$ cat config.mk
export PLATFORM = sky130hd
export DESIGN_NAME = midi_voice_allocator_unit
export DESIGN_NICKNAME = d
export VERILOG_FILES = /design/src/hw/rtl/mva_pkg.sv /design/src/hw/rtl/mva_match.sv /design/src/hw/rtl/mva_ctrl.sv /design/src/hw/rtl/midi_voice_allocator_unit.sv
export VERILOG_INCLUDE_DIRS = /design/src /design/src/hw/rtl
export SDC_FILE = /design/constraint.sdc
export NUM_CORES = 1
export LEC_CHECK = 0
export ABC_CLOCK_PERIOD_IN_PS = 7300
export BUFFER_PORTS_ARGS = -buffer_cell sky130_fd_sc_hd__clkbuf_2
export CELL_PAD_IN_SITES_DETAIL_PLACEMENT = 1
export CELL_PAD_IN_SITES_GLOBAL_PLACEMENT = 2
export CORE_ASPECT_RATIO = 1.25
export CORE_MARGIN = 5
export CORE_UTILIZATION = 44
export DETAILED_ROUTE_END_ITERATION = 7
export GPL_TIMING_DRIVEN = 1
export PLACE_DENSITY_LB_ADDON = 0.05
export SLEW_MARGIN = 20
export SYNTH_ARGS = -nofsm -noshare
export SYNTH_HDL_FRONTEND = slang
export SYNTH_SLANG_ARGS = --single-unit
$ cat constraint.sdc
create_clock -name clk -period 7.3 [get_ports clk]
set_input_delay 1.095 -clock clk [delete_from_list [all_inputs] [get_ports clk]]
set_output_delay 1.095 -clock clk [all_outputs]
set_load 0.1 [all_outputs]
$ cat src/hw/rtl/midi_voice_allocator_unit_defines.svh
// assertion macros for the midi voice allocator
// used by the top level, which provides clk and rst_n
`ifndef MIDI_VOICE_ALLOCATOR_UNIT_DEFINES_SVH
`define MIDI_VOICE_ALLOCATOR_UNIT_DEFINES_SVH

// same-cycle implication, checked out of reset
`define MVA_ASSERT_IMP(lbl, pre, post, msg) \
  lbl: assert property (@(posedge clk) disable iff (!rst_n) (pre) |-> (post)) \
    else $error(msg);

// next-cycle implication, checked out of reset
`define MVA_ASSERT_NEXT(lbl, pre, post, msg) \
  lbl: assert property (@(posedge clk) disable iff (!rst_n) (pre) |=> (post)) \
    else $error(msg);

`endif

$ cat src/hw/rtl/mva_pkg.sv
// shared types and codes of the midi voice allocator
// no dependencies
package mva_pkg;

  localparam int MAX_RESULTS = 5;

  typedef enum logic [1:0] {
    OP_NOTE_ON  = 2'd0,
    OP_NOTE_OFF = 2'd1,
    OP_OTHER    = 2'd2,
    OP_TOGGLE   = 2'd3
  } opcode_t;

  typedef enum logic [1:0] {
    KIND_ON_VEL  = 2'd0,
    KIND_ON_KEEP = 2'd1,
    KIND_OFF     = 2'd2,
    KIND_LED     = 2'd3
  } kind_t;

  typedef enum logic [2:0] {
    ST_IDLE,
    ST_SEARCH,
    ST_LRN_PREV,
    ST_LRN_JOIN,
    ST_OFFS,
    ST_LED
  } state_t;

  // step strobes from the sequencer to the datapath
  typedef struct packed {
    logic accept;
    logic search;
    logic lrn_prev;
    logic lrn_join;
    logic offs;
    logic led;
    logic off_last;
  } ctl_t;

  // verdict of the voice compare unit for one voice
  typedef struct packed {
    logic       hit;
    logic [1:0] active_nxt;
    logic       wr_first;
    logic       wr_second;
    kind_t      kind;
    logic [6:0] pitch;
  } match_t;

endpackage

$ cat src/hw/rtl/mva_match.sv
// voice compare unit: decides how one voice handles a note request
// depends on mva_pkg
module mva_match (
  input  logic [1:0]      op,
  input  logic [3:0]      channel,
  input  logic [6:0]      note,
  input  logic            mono,
  input  logic [3:0]      voice_channel,
  input  logic [6:0]      first_note,
  input  logic [6:0]      second_note,
  input  logic [1:0]      active,
  output mva_pkg::match_t res
);

  logic is_on;
  logic is_off;
  logic [1:0] left;

  assign is_on  = (mva_pkg::opcode_t'(op) == mva_pkg::OP_NOTE_ON);
  assign is_off = (mva_pkg::opcode_t'(op) == mva_pkg::OP_NOTE_OFF);

  always_comb begin
    res            = '0;
    res.active_nxt = active;
    res.kind       = mva_pkg::KIND_OFF;
    left           = '0;
    if (voice_channel == channel) begin
      if (mono) begin
        if (is_on) begin
          if (!active[0]) begin
            res.hit        = 1'b1;
            res.wr_first   = 1'b1;
            res.active_nxt = active | 2'b01;
            res.kind       = mva_pkg::KIND_ON_VEL;
            res.pitch      = note;
          end else if (!active[1]) begin
            res.hit        = 1'b1;
            res.wr_second  = 1'b1;
            res.active_nxt = active | 2'b10;
            res.kind       = mva_pkg::KIND_ON_VEL;
            res.pitch      = note;
          end
        end else if (is_off) begin
          // match ignores the active bits, first note wins
          if (note == first_note) begin
            left           = active & 2'b10;
            res.hit        = 1'b1;
            res.active_nxt = left;
            res.kind       = (left == 2'b00) ? mva_pkg::KIND_OFF : mva_pkg::KIND_ON_KEEP;
            res.pitch      = second_note;
          end else if (note == second_note) begin
            left           = active & 2'b01;
            res.hit        = 1'b1;
            res.active_nxt = left;
            res.kind       = (left == 2'b00) ? mva_pkg::KIND_OFF : mva_pkg::KIND_ON_KEEP;
            res.pitch      = first_note;
          end
        end
      end else begin
        if (is_on && active == 2'b00) begin
          res.hit        = 1'b1;
          res.wr_first   = 1'b1;
          res.active_nxt = 2'b01;
          res.kind       = mva_pkg::KIND_ON_VEL;
          res.pitch      = note;
        end else if (is_off && active == 2'b01 && note == first_note) begin
          res.hit        = 1'b1;
          res.active_nxt = 2'b00;
          res.kind       = mva_pkg::KIND_OFF;
        end
      end
    end
  end

endmodule

$ cat src/hw/rtl/mva_ctrl.sv
// sequencer of the voice allocator: steps the voice index and the learn steps
// depends on mva_pkg
module mva_ctrl #(
  parameter int VOICES = 4
) (
  input  logic                 clk,
  input  logic                 rst_n,
  input  logic                 start,
  input  logic [1:0]           opcode,
  input  logic                 ch_ok,
  input  logic                 learning,
  input  logic                 hit,
  output logic                 busy,
  output logic [(VOICES > 1 ? $clog2(VOICES) : 1)-1:0] vidx,
  output mva_pkg::ctl_t        ctl
);

  localparam int VW   = (VOICES > 1) ? $clog2(VOICES) : 1;
  localparam int NOFF = (VOICES < mva_pkg::MAX_RESULTS) ? VOICES : mva_pkg::MAX_RESULTS;
  localparam bit LED_AFTER_OFFS = (VOICES < mva_pkg::MAX_RESULTS);

  mva_pkg::state_t state_r, state_nxt;
  logic [VW-1:0]   vidx_r, vidx_nxt;
  mva_pkg::opcode_t op;
  logic at_last_voice;
  logic at_last_off;

  assign op            = mva_pkg::opcode_t'(opcode);
  assign at_last_voice = (vidx_r == VW'(VOICES - 1));
  assign at_last_off   = (vidx_r == VW'(NOFF - 1));

  // next state
  always_comb begin
    state_nxt = state_r;
    case (state_r)
      mva_pkg::ST_IDLE: begin
        if (start) begin
          if (op == mva_pkg::OP_TOGGLE) begin
            state_nxt = learning ? mva_pkg::ST_LED : mva_pkg::ST_OFFS;
          end else if (learning) begin
            if (op == mva_pkg::OP_NOTE_ON && ch_ok) state_nxt = mva_pkg::ST_LRN_PREV;
          end else if ((op inside {mva_pkg::OP_NOTE_ON, mva_pkg::OP_NOTE_OFF}) && ch_ok) begin
            state_nxt = mva_pkg::ST_SEARCH;
          end
        end
      end
      mva_pkg::ST_SEARCH: begin
        if (hit || at_last_voice) state_nxt = mva_pkg::ST_IDLE;
      end
      mva_pkg::ST_LRN_PREV: state_nxt = mva_pkg::ST_LRN_JOIN;
      mva_pkg::ST_LRN_JOIN: state_nxt = mva_pkg::ST_IDLE;
      mva_pkg::ST_OFFS: begin
        if (at_last_off) state_nxt = LED_AFTER_OFFS ? mva_pkg::ST_LED : mva_pkg::ST_IDLE;
      end
      mva_pkg::ST_LED: state_nxt = mva_pkg::ST_IDLE;
      default: state_nxt = mva_pkg::ST_IDLE;
    endcase
  end

  // step strobes
  always_comb begin
    ctl          = '0;
    ctl.off_last = at_last_off;
    busy         = 1'b1;
    case (state_r)
      mva_pkg::ST_IDLE: begin
        busy       = 1'b0;
        ctl.accept = start;
      end
      mva_pkg::ST_SEARCH:   ctl.search   = 1'b1;
      mva_pkg::ST_LRN_PREV: ctl.lrn_prev = 1'b1;
      mva_pkg::ST_LRN_JOIN: ctl.lrn_join = 1'b1;
      mva_pkg::ST_OFFS:     ctl.offs     = 1'b1;
      mva_pkg::ST_LED:      ctl.led      = 1'b1;
      default:              busy         = 1'b0;
    endcase
  end

  assign vidx_nxt = (state_r inside {mva_pkg::ST_SEARCH, mva_pkg::ST_OFFS}) ?
                    vidx_r + VW'(1) : '0;
  assign vidx     = vidx_r;

  always_ff @(posedge clk) begin
    if (!rst_n) begin
      state_r <= mva_pkg::ST_IDLE;
      vidx_r  <= '0;
    end else begin
      state_r <= state_nxt;
      vidx_r  <= vidx_nxt;
    end
  end

endmodule

$ cat src/hw/rtl/midi_voice_allocator_unit.sv
// top level of the midi voice allocator: voice and channel tables, result register
// depends on mva_pkg, mva_ctrl, mva_match and midi_voice_allocator_unit_defines.svh
//
// A request is taken when start is high and busy is low; busy stays high until
// the request is finished. Results come out on the out_ ports with out_strobe
// high for one cycle each and cannot be held off; out_last marks the final
// result of a request, and a request may give none. One voice compare unit
// steps through the voices one per cycle: a normal note request searches them
// until one takes it or the last is checked, a learn note-on releases the old
// channel of the learn slot and joins the new one, a toggle that leaves learn
// mode gives the LED result, and one that enters it gives a note-off for each
// of the first min(VOICES, 5) voices, then the LED result if VOICES is below 5.
// Results of one request come back to back, each registered after its step.
`include "midi_voice_allocator_unit_defines.svh"

module midi_voice_allocator_unit #(
  parameter int VOICES   = 4,
  parameter int CHANNELS = 16
) (
  input  logic       clk,
  input  logic       rst_n,
  input  logic       start,
  output logic       busy,
  input  logic [1:0] in_opcode,
  input  logic [3:0] in_channel,
  input  logic [6:0] in_note,
  input  logic [6:0] in_velocity,
  output logic       out_strobe,
  output logic [1:0] out_kind,
  output logic [1:0] out_voice,
  output logic [6:0] out_base_note,
  output logic [6:0] out_pitch_note,
  output logic [6:0] out_note_velocity,
  output logic       out_led_blink,
  output logic       out_last
);

  localparam int VW  = (VOICES > 1) ? $clog2(VOICES) : 1;
  localparam int CHW = (CHANNELS > 1) ? $clog2(CHANNELS) : 1;
  localparam int CNW = $clog2(VOICES + 1);
  localparam bit OFF_CAPPED = (VOICES >= mva_pkg::MAX_RESULTS);

  mva_pkg::ctl_t   ctl;
  mva_pkg::match_t m;
  logic [VW-1:0]   vidx;

  // mode and tables
  logic            learning_r;
  logic [VW-1:0]   slot_r;
  logic [3:0]      vch_r    [VOICES];
  logic [6:0]      first_r  [VOICES];
  logic [6:0]      second_r [VOICES];
  logic [1:0]      active_r [VOICES];
  logic [CNW-1:0]  cnt_r    [CHANNELS];
  logic [6:0]      base_r   [CHANNELS];

  // latched request
  logic [1:0] op_r;
  logic [3:0] ch_r;
  logic [6:0] note_r;
  logic [6:0] vel_r;

  // result register
  logic       strobe_r, strobe_nxt;
  logic [1:0] kind_r, kind_nxt;
  logic [1:0] voice_r, voice_nxt;
  logic [6:0] obase_r, obase_nxt;
  logic [6:0] pitch_r, pitch_nxt;
  logic [6:0] ovel_r, ovel_nxt;
  logic       blink_r, blink_nxt;
  logic       last_r, last_nxt;

  logic            in_ch_ok;
  logic [VW-1:0]   vrd_idx;
  logic [3:0]      vch_rd;
  logic [CHW-1:0]  ch_idx;
  logic [CHW-1:0]  cnt_idx;
  logic [CNW-1:0]  cnt_rd;
  logic [6:0]      base_rd;
  logic            prev_ok;
  logic            mono;
  logic            slot_last;

  assign in_ch_ok  = ({1'b0, in_channel} < 5'(CHANNELS));
  assign vrd_idx   = (ctl.lrn_prev || ctl.lrn_join) ? slot_r : vidx;
  assign vch_rd    = vch_r[vrd_idx];
  assign ch_idx    = ch_r[CHW-1:0];
  assign prev_ok   = ({1'b0, vch_rd} < 5'(CHANNELS));
  // the old channel of the learn slot is read while it is released
  assign cnt_idx   = ctl.lrn_prev ? vch_rd[CHW-1:0] : ch_idx;
  assign cnt_rd    = cnt_r[cnt_idx];
  assign base_rd   = base_r[ch_idx];
  assign mono      = (cnt_rd == CNW'(1));
  assign slot_last = (slot_r == VW'(VOICES - 1));

  mva_ctrl #(
    .VOICES (VOICES)
  ) u_ctrl (
    .clk      (clk),
    .rst_n    (rst_n),
    .start    (start),
    .opcode   (in_opcode),
    .ch_ok    (in_ch_ok),
    .learning (learning_r),
    .hit      (m.hit),
    .busy     (busy),
    .vidx     (vidx),
    .ctl      (ctl)
  );

  mva_match u_match (
    .op            (op_r),
    .channel       (ch_r),
    .note          (note_r),
    .mono          (mono),
    .voice_channel (vch_rd),
    .first_note    (first_r[vidx]),
    .second_note   (second_r[vidx]),
    .active        (active_r[vidx]),
    .res           (m)
  );

  // result formatting
  always_comb begin
    strobe_nxt = 1'b0;
    kind_nxt   = kind_r;
    voice_nxt  = voice_r;
    obase_nxt  = obase_r;
    pitch_nxt  = pitch_r;
    ovel_nxt   = ovel_r;
    blink_nxt  = blink_r;
    last_nxt   = last_r;
    if (ctl.search && m.hit) begin
      strobe_nxt = 1'b1;
      kind_nxt   = m.kind;
      voice_nxt  = 2'(vidx);
      obase_nxt  = (m.kind == mva_pkg::KIND_OFF) ? 7'd0 : base_rd;
      pitch_nxt  = (m.kind == mva_pkg::KIND_OFF) ? 7'd0 : m.pitch;
      ovel_nxt   = (m.kind == mva_pkg::KIND_ON_VEL) ? vel_r : 7'd0;
      blink_nxt  = 1'b0;
      last_nxt   = 1'b1;
    end else if (ctl.offs) begin
      strobe_nxt = 1'b1;
      kind_nxt   = mva_pkg::KIND_OFF;
      voice_nxt  = 2'(vidx);
      obase_nxt  = 7'd0;
      pitch_nxt  = 7'd0;
      ovel_nxt   = 7'd0;
      blink_nxt  = 1'b0;
      last_nxt   = OFF_CAPPED && ctl.off_last;
    end else if (ctl.led || (ctl.lrn_join && slot_last)) begin
      strobe_nxt = 1'b1;
      kind_nxt   = mva_pkg::KIND_LED;
      voice_nxt  = 2'd0;
      obase_nxt  = 7'd0;
      pitch_nxt  = 7'd0;
      ovel_nxt   = 7'd0;
      blink_nxt  = ctl.led ? learning_r : 1'b0;
      last_nxt   = 1'b1;
    end
  end

  always_ff @(posedge clk) begin
    if (!rst_n) begin
      learning_r <= 1'b0;
      slot_r     <= '0;
      for (int v = 0; v < VOICES; v++) begin
        vch_r[v]    <= 4'd0;
        first_r[v]  <= 7'd0;
        second_r[v] <= 7'd0;
        active_r[v] <= 2'd0;
      end
      for (int c = 0; c < CHANNELS; c++) begin
        cnt_r[c]  <= (c == 0) ? CNW'(VOICES) : '0;
        base_r[c] <= 7'd0;
      end
    end else begin
      if (ctl.accept && mva_pkg::opcode_t'(in_opcode) == mva_pkg::OP_TOGGLE) begin
        learning_r <= !learning_r;
        if (!learning_r) begin
          slot_r <= '0;
          for (int v = 0; v < VOICES; v++) active_r[v] <= 2'd0;
        end
      end
      if (ctl.search && m.hit) begin
        active_r[vidx] <= m.active_nxt;
        if (m.wr_first)  first_r[vidx]  <= note_r;
        if (m.wr_second) second_r[vidx] <= note_r;
      end
      if (ctl.lrn_prev && prev_ok && cnt_rd != '0) begin
        cnt_r[cnt_idx] <= cnt_rd - CNW'(1);
      end
      if (ctl.lrn_join) begin
        vch_r[slot_r]  <= ch_r;
        base_r[ch_idx] <= note_r;
        if (cnt_rd < CNW'(VOICES)) cnt_r[ch_idx] <= cnt_rd + CNW'(1);
        if (slot_last) begin
          learning_r <= 1'b0;
          slot_r     <= '0;
        end else begin
          slot_r <= slot_r + VW'(1);
        end
      end
    end
  end

  always_ff @(posedge clk) begin
    if (ctl.accept) begin
      op_r   <= in_opcode;
      ch_r   <= in_channel;
      note_r <= in_note;
      vel_r  <= in_velocity;
    end
  end

  always_ff @(posedge clk) begin
    if (!rst_n) begin
      strobe_r <= 1'b0;
    end else begin
      strobe_r <= strobe_nxt;
    end
    kind_r  <= kind_nxt;
    voice_r <= voice_nxt;
    obase_r <= obase_nxt;
    pitch_r <= pitch_nxt;
    ovel_r  <= ovel_nxt;
    blink_r <= blink_nxt;
    last_r  <= last_nxt;
  end

  assign out_strobe        = strobe_r;
  assign out_kind          = kind_r;
  assign out_voice         = voice_r;
  assign out_base_note     = obase_r;
  assign out_pitch_note    = pitch_r;
  assign out_note_velocity = ovel_r;
  assign out_led_blink     = blink_r;
  assign out_last          = last_r;

  `MVA_ASSERT_NEXT(a_last_ends_burst, out_strobe && out_last, !out_strobe, "result after last")
  `MVA_ASSERT_NEXT(a_burst_unbroken, out_strobe && !out_last, out_strobe, "gap in result burst")
  `MVA_ASSERT_IMP(a_busy_in_burst, out_strobe && !out_last, busy, "idle before last result")
  `MVA_ASSERT_IMP(a_one_step, 1'b1, $onehot0({ctl.search, ctl.lrn_prev, ctl.lrn_join, ctl.offs, ctl.led}), "two steps at once")

endmodule
Yosys cells after proc, flatten, opt, wreduce, memory -nomap -nowiden
Memory sizes are Yosys's and may differ from the RTL's. A register that Yosys moved wholly into a read port is not among the register bits.
Index checks and enable logic that the tools add are counted.
{"block": "totals", "regBits": 56, "mem_bits_rw": 240, "mem_count": 6, "output_inout_bits": 29, "word_cells": 215}
{"name": "base_r", "words": 16, "word_bits": 7, "read_ports": 1, "rd_clocked_by_memory_dff": 1, "write_ports": 16, "line": "midi_voice_allocator_unit.sv:55", "source": "logic [6:0] base_r [CHANNELS];"}
{"name": "cnt_r", "words": 16, "word_bits": 3, "read_ports": 1, "rd_clocked_by_memory_dff": 0, "write_ports": 16, "line": "midi_voice_allocator_unit.sv:54", "source": "logic [CNW-1:0] cnt_r [CHANNELS];"}
{"name": "first_r", "words": 4, "word_bits": 7, "read_ports": 1, "rd_clocked_by_memory_dff": 1, "write_ports": 4, "line": "midi_voice_allocator_unit.sv:51", "source": "logic [6:0] first_r [VOICES];"}
{"name": "second_r", "words": 4, "word_bits": 7, "read_ports": 1, "rd_clocked_by_memory_dff": 1, "write_ports": 4, "line": "midi_voice_allocator_unit.sv:52", "source": "logic [6:0] second_r [VOICES];"}
{"name": "vch_r", "words": 4, "word_bits": 4, "read_ports": 1, "rd_clocked_by_memory_dff": 0, "write_ports": 4, "line": "midi_voice_allocator_unit.sv:50", "source": "logic [3:0] vch_r [VOICES];"}
{"name": "active_r", "words": 4, "word_bits": 2, "read_ports": 1, "rd_clocked_by_memory_dff": 1, "write_ports": 4, "line": "midi_voice_allocator_unit.sv:53", "source": "logic [1:0] active_r [VOICES];"}
{"block": "classes", "n_bitwise": 4, "n_mux": 126, "n_reduce_logical": 36, "eq_ne": 22, "n_addsub": 4, "order_cmp": 1}
{"operator": "$mux W7", "n": 12}
{"operator": "$mux W1", "n": 54}
{"operator": "$mux W2", "n": 27}
{"operator": "$mux W9", "n": 6}
{"operator": "$mux W3", "n": 17}
{"operator": "$mux W4", "n": 7}
{"operator": "$reduce_or A7 Y1", "n": 3}
{"operator": "$eq A7 B7 Y1", "n": 2}
{"operator": "$mux W14", "n": 1}
{"operator": "$logic_not A2 Y1", "n": 6}
{"operator": "$pmux W3 S4", "n": 1}
{"operator": "$mux W10", "n": 1}
{"operator": "$eq A2 B2 Y1 const B", "n": 4}
{"operator": "$ne A4 B3 Y1 const B", "n": 2}
{"operator": "$reduce_bool A2 Y1", "n": 4}
{"operator": "$logic_and A1 B1 Y1", "n": 7}
{"operator": "$eq A2 B1 Y1 const B", "n": 3}
{"operator": "$eq A3 B1 Y1 const B", "n": 2}
{"operator": "$eq A3 B2 Y1 const B", "n": 2}
{"operator": "$eq A3 B3 Y1 const B", "n": 2}
{"operator": "$reduce_bool A3 Y1", "n": 2}
{"operator": "$reduce_or A3 Y1", "n": 2}
{"operator": "$reduce_and A5 Y1", "n": 1}
{"operator": "$reduce_or A5 Y1", "n": 1}
{"operator": "other kinds (14)", "n": 24}

Depth between registers and ports, before layout
An unclocked memory read counts as a cell.
{"block": "depth", "ltp_word": 16, "ltp_mapped": 22}

By module
A second synthesis with hierarchy kept.
{"block": "unflattened", "hier_cells": 1124, "area_unflattened_um2": 14920.6}
{"module": "midi_voice_allocator_unit", "instances": 1, "seq_area_each_um2": 8758.4, "cells_each": 994, "area_each_um2": 13970.9}
{"module": "mva_match", "instances": 1, "seq_area_each_um2": 0.0, "cells_each": 84, "area_each_um2": 573.0}
{"module": "mva_ctrl", "instances": 1, "seq_area_each_um2": 100.1, "cells_each": 46, "area_each_um2": 376.6}

Least setup slack after synthesis
Ideal clock, no wire load.
{"block": "synth_timing", "path_kind": "flip-flop to flip-flop", "from": "reg u_ctrl.state_r[2]", "to": "mem second_r[0][0] (enable)", "n_path_buf": 8, "slack_ns": 1.895, "arrival_ns": 5.025, "path_stages_with_launch": 23, "setup_ns": 0.381, "cell_sequence": "dfxtp_1 -> buf_6 -> nand2b_1 -> buf_4 -> a21o_1 -> buf_6 -> mux2i_2 -> o221a_2 -> buf_4 -> clkbuf_1 -> nand2_1 -> a311oi_1 -> nor3_1 -> nor2_1 -> clkbuf_1 -> ha_1 -> inv_1 -> or4_1 -> buf_2 -> a21oi_1 -> nand3_1 -> clkbuf_1 -> o21ai_0"}
{"element": "start: declaration", "line": "mva_ctrl.sv:22", "source": "mva_pkg::state_t state_r, state_nxt;"}
{"element": "start signal: assignment", "line": "mva_ctrl.sv:85", "source": "state_r <= mva_pkg::ST_IDLE;"}
{"element": "start signal: assignment", "line": "mva_ctrl.sv:88", "source": "state_r <= state_nxt;"}
{"element": "end: declaration", "line": "midi_voice_allocator_unit.sv:52"}

==> metrics.md <==
| Metric | Value |
|---|---|
| DR pass1 iterations | 4 |
| CTS sink cnt | 300 |
| Slew HR | 0.311 |
| Hold buffer count at cts | 0 |
| Asr flop ratio synth | 0 |
| Clock-pin slew on the worst setup and hold paths | 0.06 ns |
| CTS Root Cell | clkbuf_16 |
| Clk_skew | 0.0139 ns |
| Nets | 1218 |
| Final hold vios | 0 |
| CTS Buffer Depth | 3 |
| Drt drc | 0 |
| Final core utilization | 0.499 |
| CTS Buf Count | 34 |
| Max_cap viols | 0 |
| Starting Density | 0.447 |
| Status | finished, final reports clean |
| Setup TNS | 0 ns |
| Pins Over Slew Limit | 0 |
| Worst hold margin | 0.565 ns |
| Rows | 74 |
| Gr usage total | 0.212 |
| Share of cells above drive strength 1 | 0.166 |
| Commonest non-fill, non-tap cell in the layout | edfxtp_1 |
| Most frequent cells in the layout | 285 x edfxtp_1, 126 x and2_1, 116 x nand2_1 |
| Initial antenna violation count | 0 |
| Post-CTS resize count | 0 |
| Max Clk Rate | 0.160 GHz |
| R2R Path Start | u_ctrl.state_r[1]$_SDFFE_PN0P_ |
| #FFs+latches synth | 300 |
| Syn Inst Count | 1156 |
| CP arrival | 6.42 ns |
| Critical Path Sink Type | flop |
| Detail Placement HPWL | 27700 µm |
| Clk Latency, worst-skew pair | 0.53 ns |
| 1st-iter DRT viols | 651 |
| RePlAce Congestion | 0.799 |
| Tmin final | 6.27 ns |
| Fillcell total | 3352 |
| Slew @ Worst Pin | 1.03 ns |
| Sequential-to-total area share from yosys stat | 0.605 |
| Worst Hold Path EP | out_note_velocity[0]$_SDFFCE_PN0P_ |
| Worst-path fanout max | 24 |
| Die X | 173 µm |
| Vias in the first global route | 9847 |
| Startpoint types | flop |
| Sequential cell area | 8860 µm² |
| Synthesized Nets | 1191 |
| TritonCTS clock tree | yes |
| Reg2Reg Depth | 16 |
| Routed WL per cell | 24.1 µm |
| R2R Path End | first_r[2][0]$_SDFFCE_PN0P_ |
| Placed inst area | 15200 µm² |
| Multi-input logic area | 5360 µm² |
| Post-Layout Cell Count | 1627 |
| Total gr overflow | 0 |
| Antenna-violating nets left | 0 |
| Largest net degree at the start of global routing | 45 |
| Fin area | 16300 µm² |
| Placed cells | 1565 |
| R2r setup slk | 1.03 ns |
| Ratio of final minimum period to clock period | 0.858 |
| Worst Hold Class | flop to flop |
| Max VDD drop | 0.177 mV |
| Crit Path Category | flop to flop |
| Vias | 9194 |
| Global-route wire length before repair | 60900 µm |
| Setup ws final | 1.03 ns |
| Post-Syn Area | 14600 µm² |
| Die area | 37000 µm² |
| Leakage Power | 5.78 nW |
| Die Y | 214 µm |
| HP Start | vel_r[0]$_DFFE_PP_ |
| Num ports | 52 |
| Critical path required time | 7.45 ns |
| RSZ-0062 raised after global routing | false |
| PwrDens | 259 nW/µm² |
| H-tree depth | 2 |
| Leading register cell type out of synthesis | edfxtp_1 |
| Post-CTS setup buffers | 0 |
| Diodes inserted | 0 |
| Setup WS pre-CTS | 1.00 ns |
| Number of synthesized flops with an enable pin | 285 |
| WHS Path Cells | 1 |
| Input/output buffers | 51 |
| Setup-failing EPs final | 0 |
| Via density | 5.65 |
| Ys Warns | 0 |
| Syn Area/Cell | 12.7 µm² |
| Core Area | 32800 µm² |
| Syn-to-layout area delta | 11.7% |
| Library cells used by synthesis | 68 |
| Tot Pwr | 4.24 mW |
| Detailed Route WL | 39200 µm |
[cells by family (layout without fill, tap and decap cells)]
| kind of cell | after synthesis | after routing | share of synthesized area |
|---|---|---|---|
| compound gates | 133 | 133 | 0.0618 |
| xor+xnor | 19 | 19 | 0.0114 |
| fa+ha+maj | 12 | 12 | 0.0103 |
| buf+inv | 105 | 158 | 0.0303 |
| flops | 300 | 300 | 0.605 |
| mux | 70 | 70 | 0.0931 |
| simple gates | 517 | 517 | 0.188 |
[critical path, stage by stage (launching register included)]
cell and delay, ns:
dfxtp_1 0.74, nand2b_1 0.32, a21o_1 0.37, a211oi_1 0.54, o31a_2 0.46, nand2_1 0.09, and3_1 0.17, a311oi_1 0.29
nor3_1 0.09, nor2_1 0.17, ha_1 0.17, inv_1 0.04, or4_1 0.70, a21oi_1 0.41, o21bai_2 0.30, buf_4 0.29
o21ai_0 0.75
[registers in the layout, indices dropped and copies added, names as in the netlist, named ones only]
register	flops
active_r	8
base_r	112
ch_idx	4
cnt_r	48
first_r	28
learning_r	1
note_r	7
op_r	2
out_base_note	7
out_kind	2
out_last	1
out_led_blink	1
out_note_velocity	7
out_pitch_note	7
out_strobe	1
out_voice	2
second_r	28
slot_r	2
u_ctrl.state_r	3
u_ctrl.vidx	2
vch_r	16
vel_r	7
[cell type report]
class                      instances  share of cell area
sequential                       300               0.542
clock inverter                    15              0.0106
clock buffer                      47              0.0570
tap                              418              0.0320
multi-input combinational        751               0.328
inverter                          26             0.00597
timing repair buffer              70              0.0243
[power by group]
part	switching, mW	internal, mW	total, mW
clock	0.692	1.01	1.70
sequential	0.0954	1.95	2.05
combinational	0.314	0.174	0.488
[cell usage after synthesis (15+ instances only)]
| library cell | number | area [µm²] |
|---|---|---|
| nor3b_1 | 19 | 143 |
| mux4_2 | 51 | 1150 |
| nand2_1 | 116 | 435 |
| nor3_1 | 78 | 390 |
| nor2_1 | 72 | 270 |
| nand2b_1 | 29 | 181 |
| a21oi_1 | 24 | 120 |
| inv_1 | 26 | 97.6 |
| and2_1 | 126 | 788 |
| clkbuf_1 | 58 | 218 |
| xnor2_1 | 16 | 140 |
| dfxtp_1 | 15 | 300 |
| o21ai_0 | 42 | 210 |
| edfxtp_1 | 285 | 8560 |
[routing by layer]
layer	vias to the layer above	GRT usage	share of wire
met2	162	0.377	0.52
met4	0	0.0788	0.036
met3	78	0.0289	0.031
li1	4310	-	-
met5	-	0	0
met1	4644	0.263	0.41
[how the worst max path moves through the flow]
stage | cells past startpoint | slack (ns) | from | endpoint
2_1_floorplan | 22 | 1.89 | u_ctrl.state_r[2]$_SDFFE_PN0P_ | second_r[0][0]$_SDFFCE_PN0P_
3_3_place_gp | 16 | 1.31 | u_ctrl.state_r[1]$_SDFFE_PN0P_ | first_r[1][1]$_SDFFCE_PN0P_
3_5_place_dp | 16 | 1.00 | u_ctrl.state_r[1]$_SDFFE_PN0P_ | first_r[1][1]$_SDFFCE_PN0P_
4_1_cts | 16 | 1.01 | u_ctrl.state_r[1]$_SDFFE_PN0P_ | first_r[1][2]$_SDFFCE_PN0P_
5_1_grt | 16 | 0.48 | u_ctrl.state_r[1]$_SDFFE_PN0P_ | first_r[1][1]$_SDFFCE_PN0P_
6_report | 16 | 1.03 | u_ctrl.state_r[1]$_SDFFE_PN0P_ | first_r[2][0]$_SDFFCE_PN0P_
No activity file was read; power rests on OpenSTA's default activity.
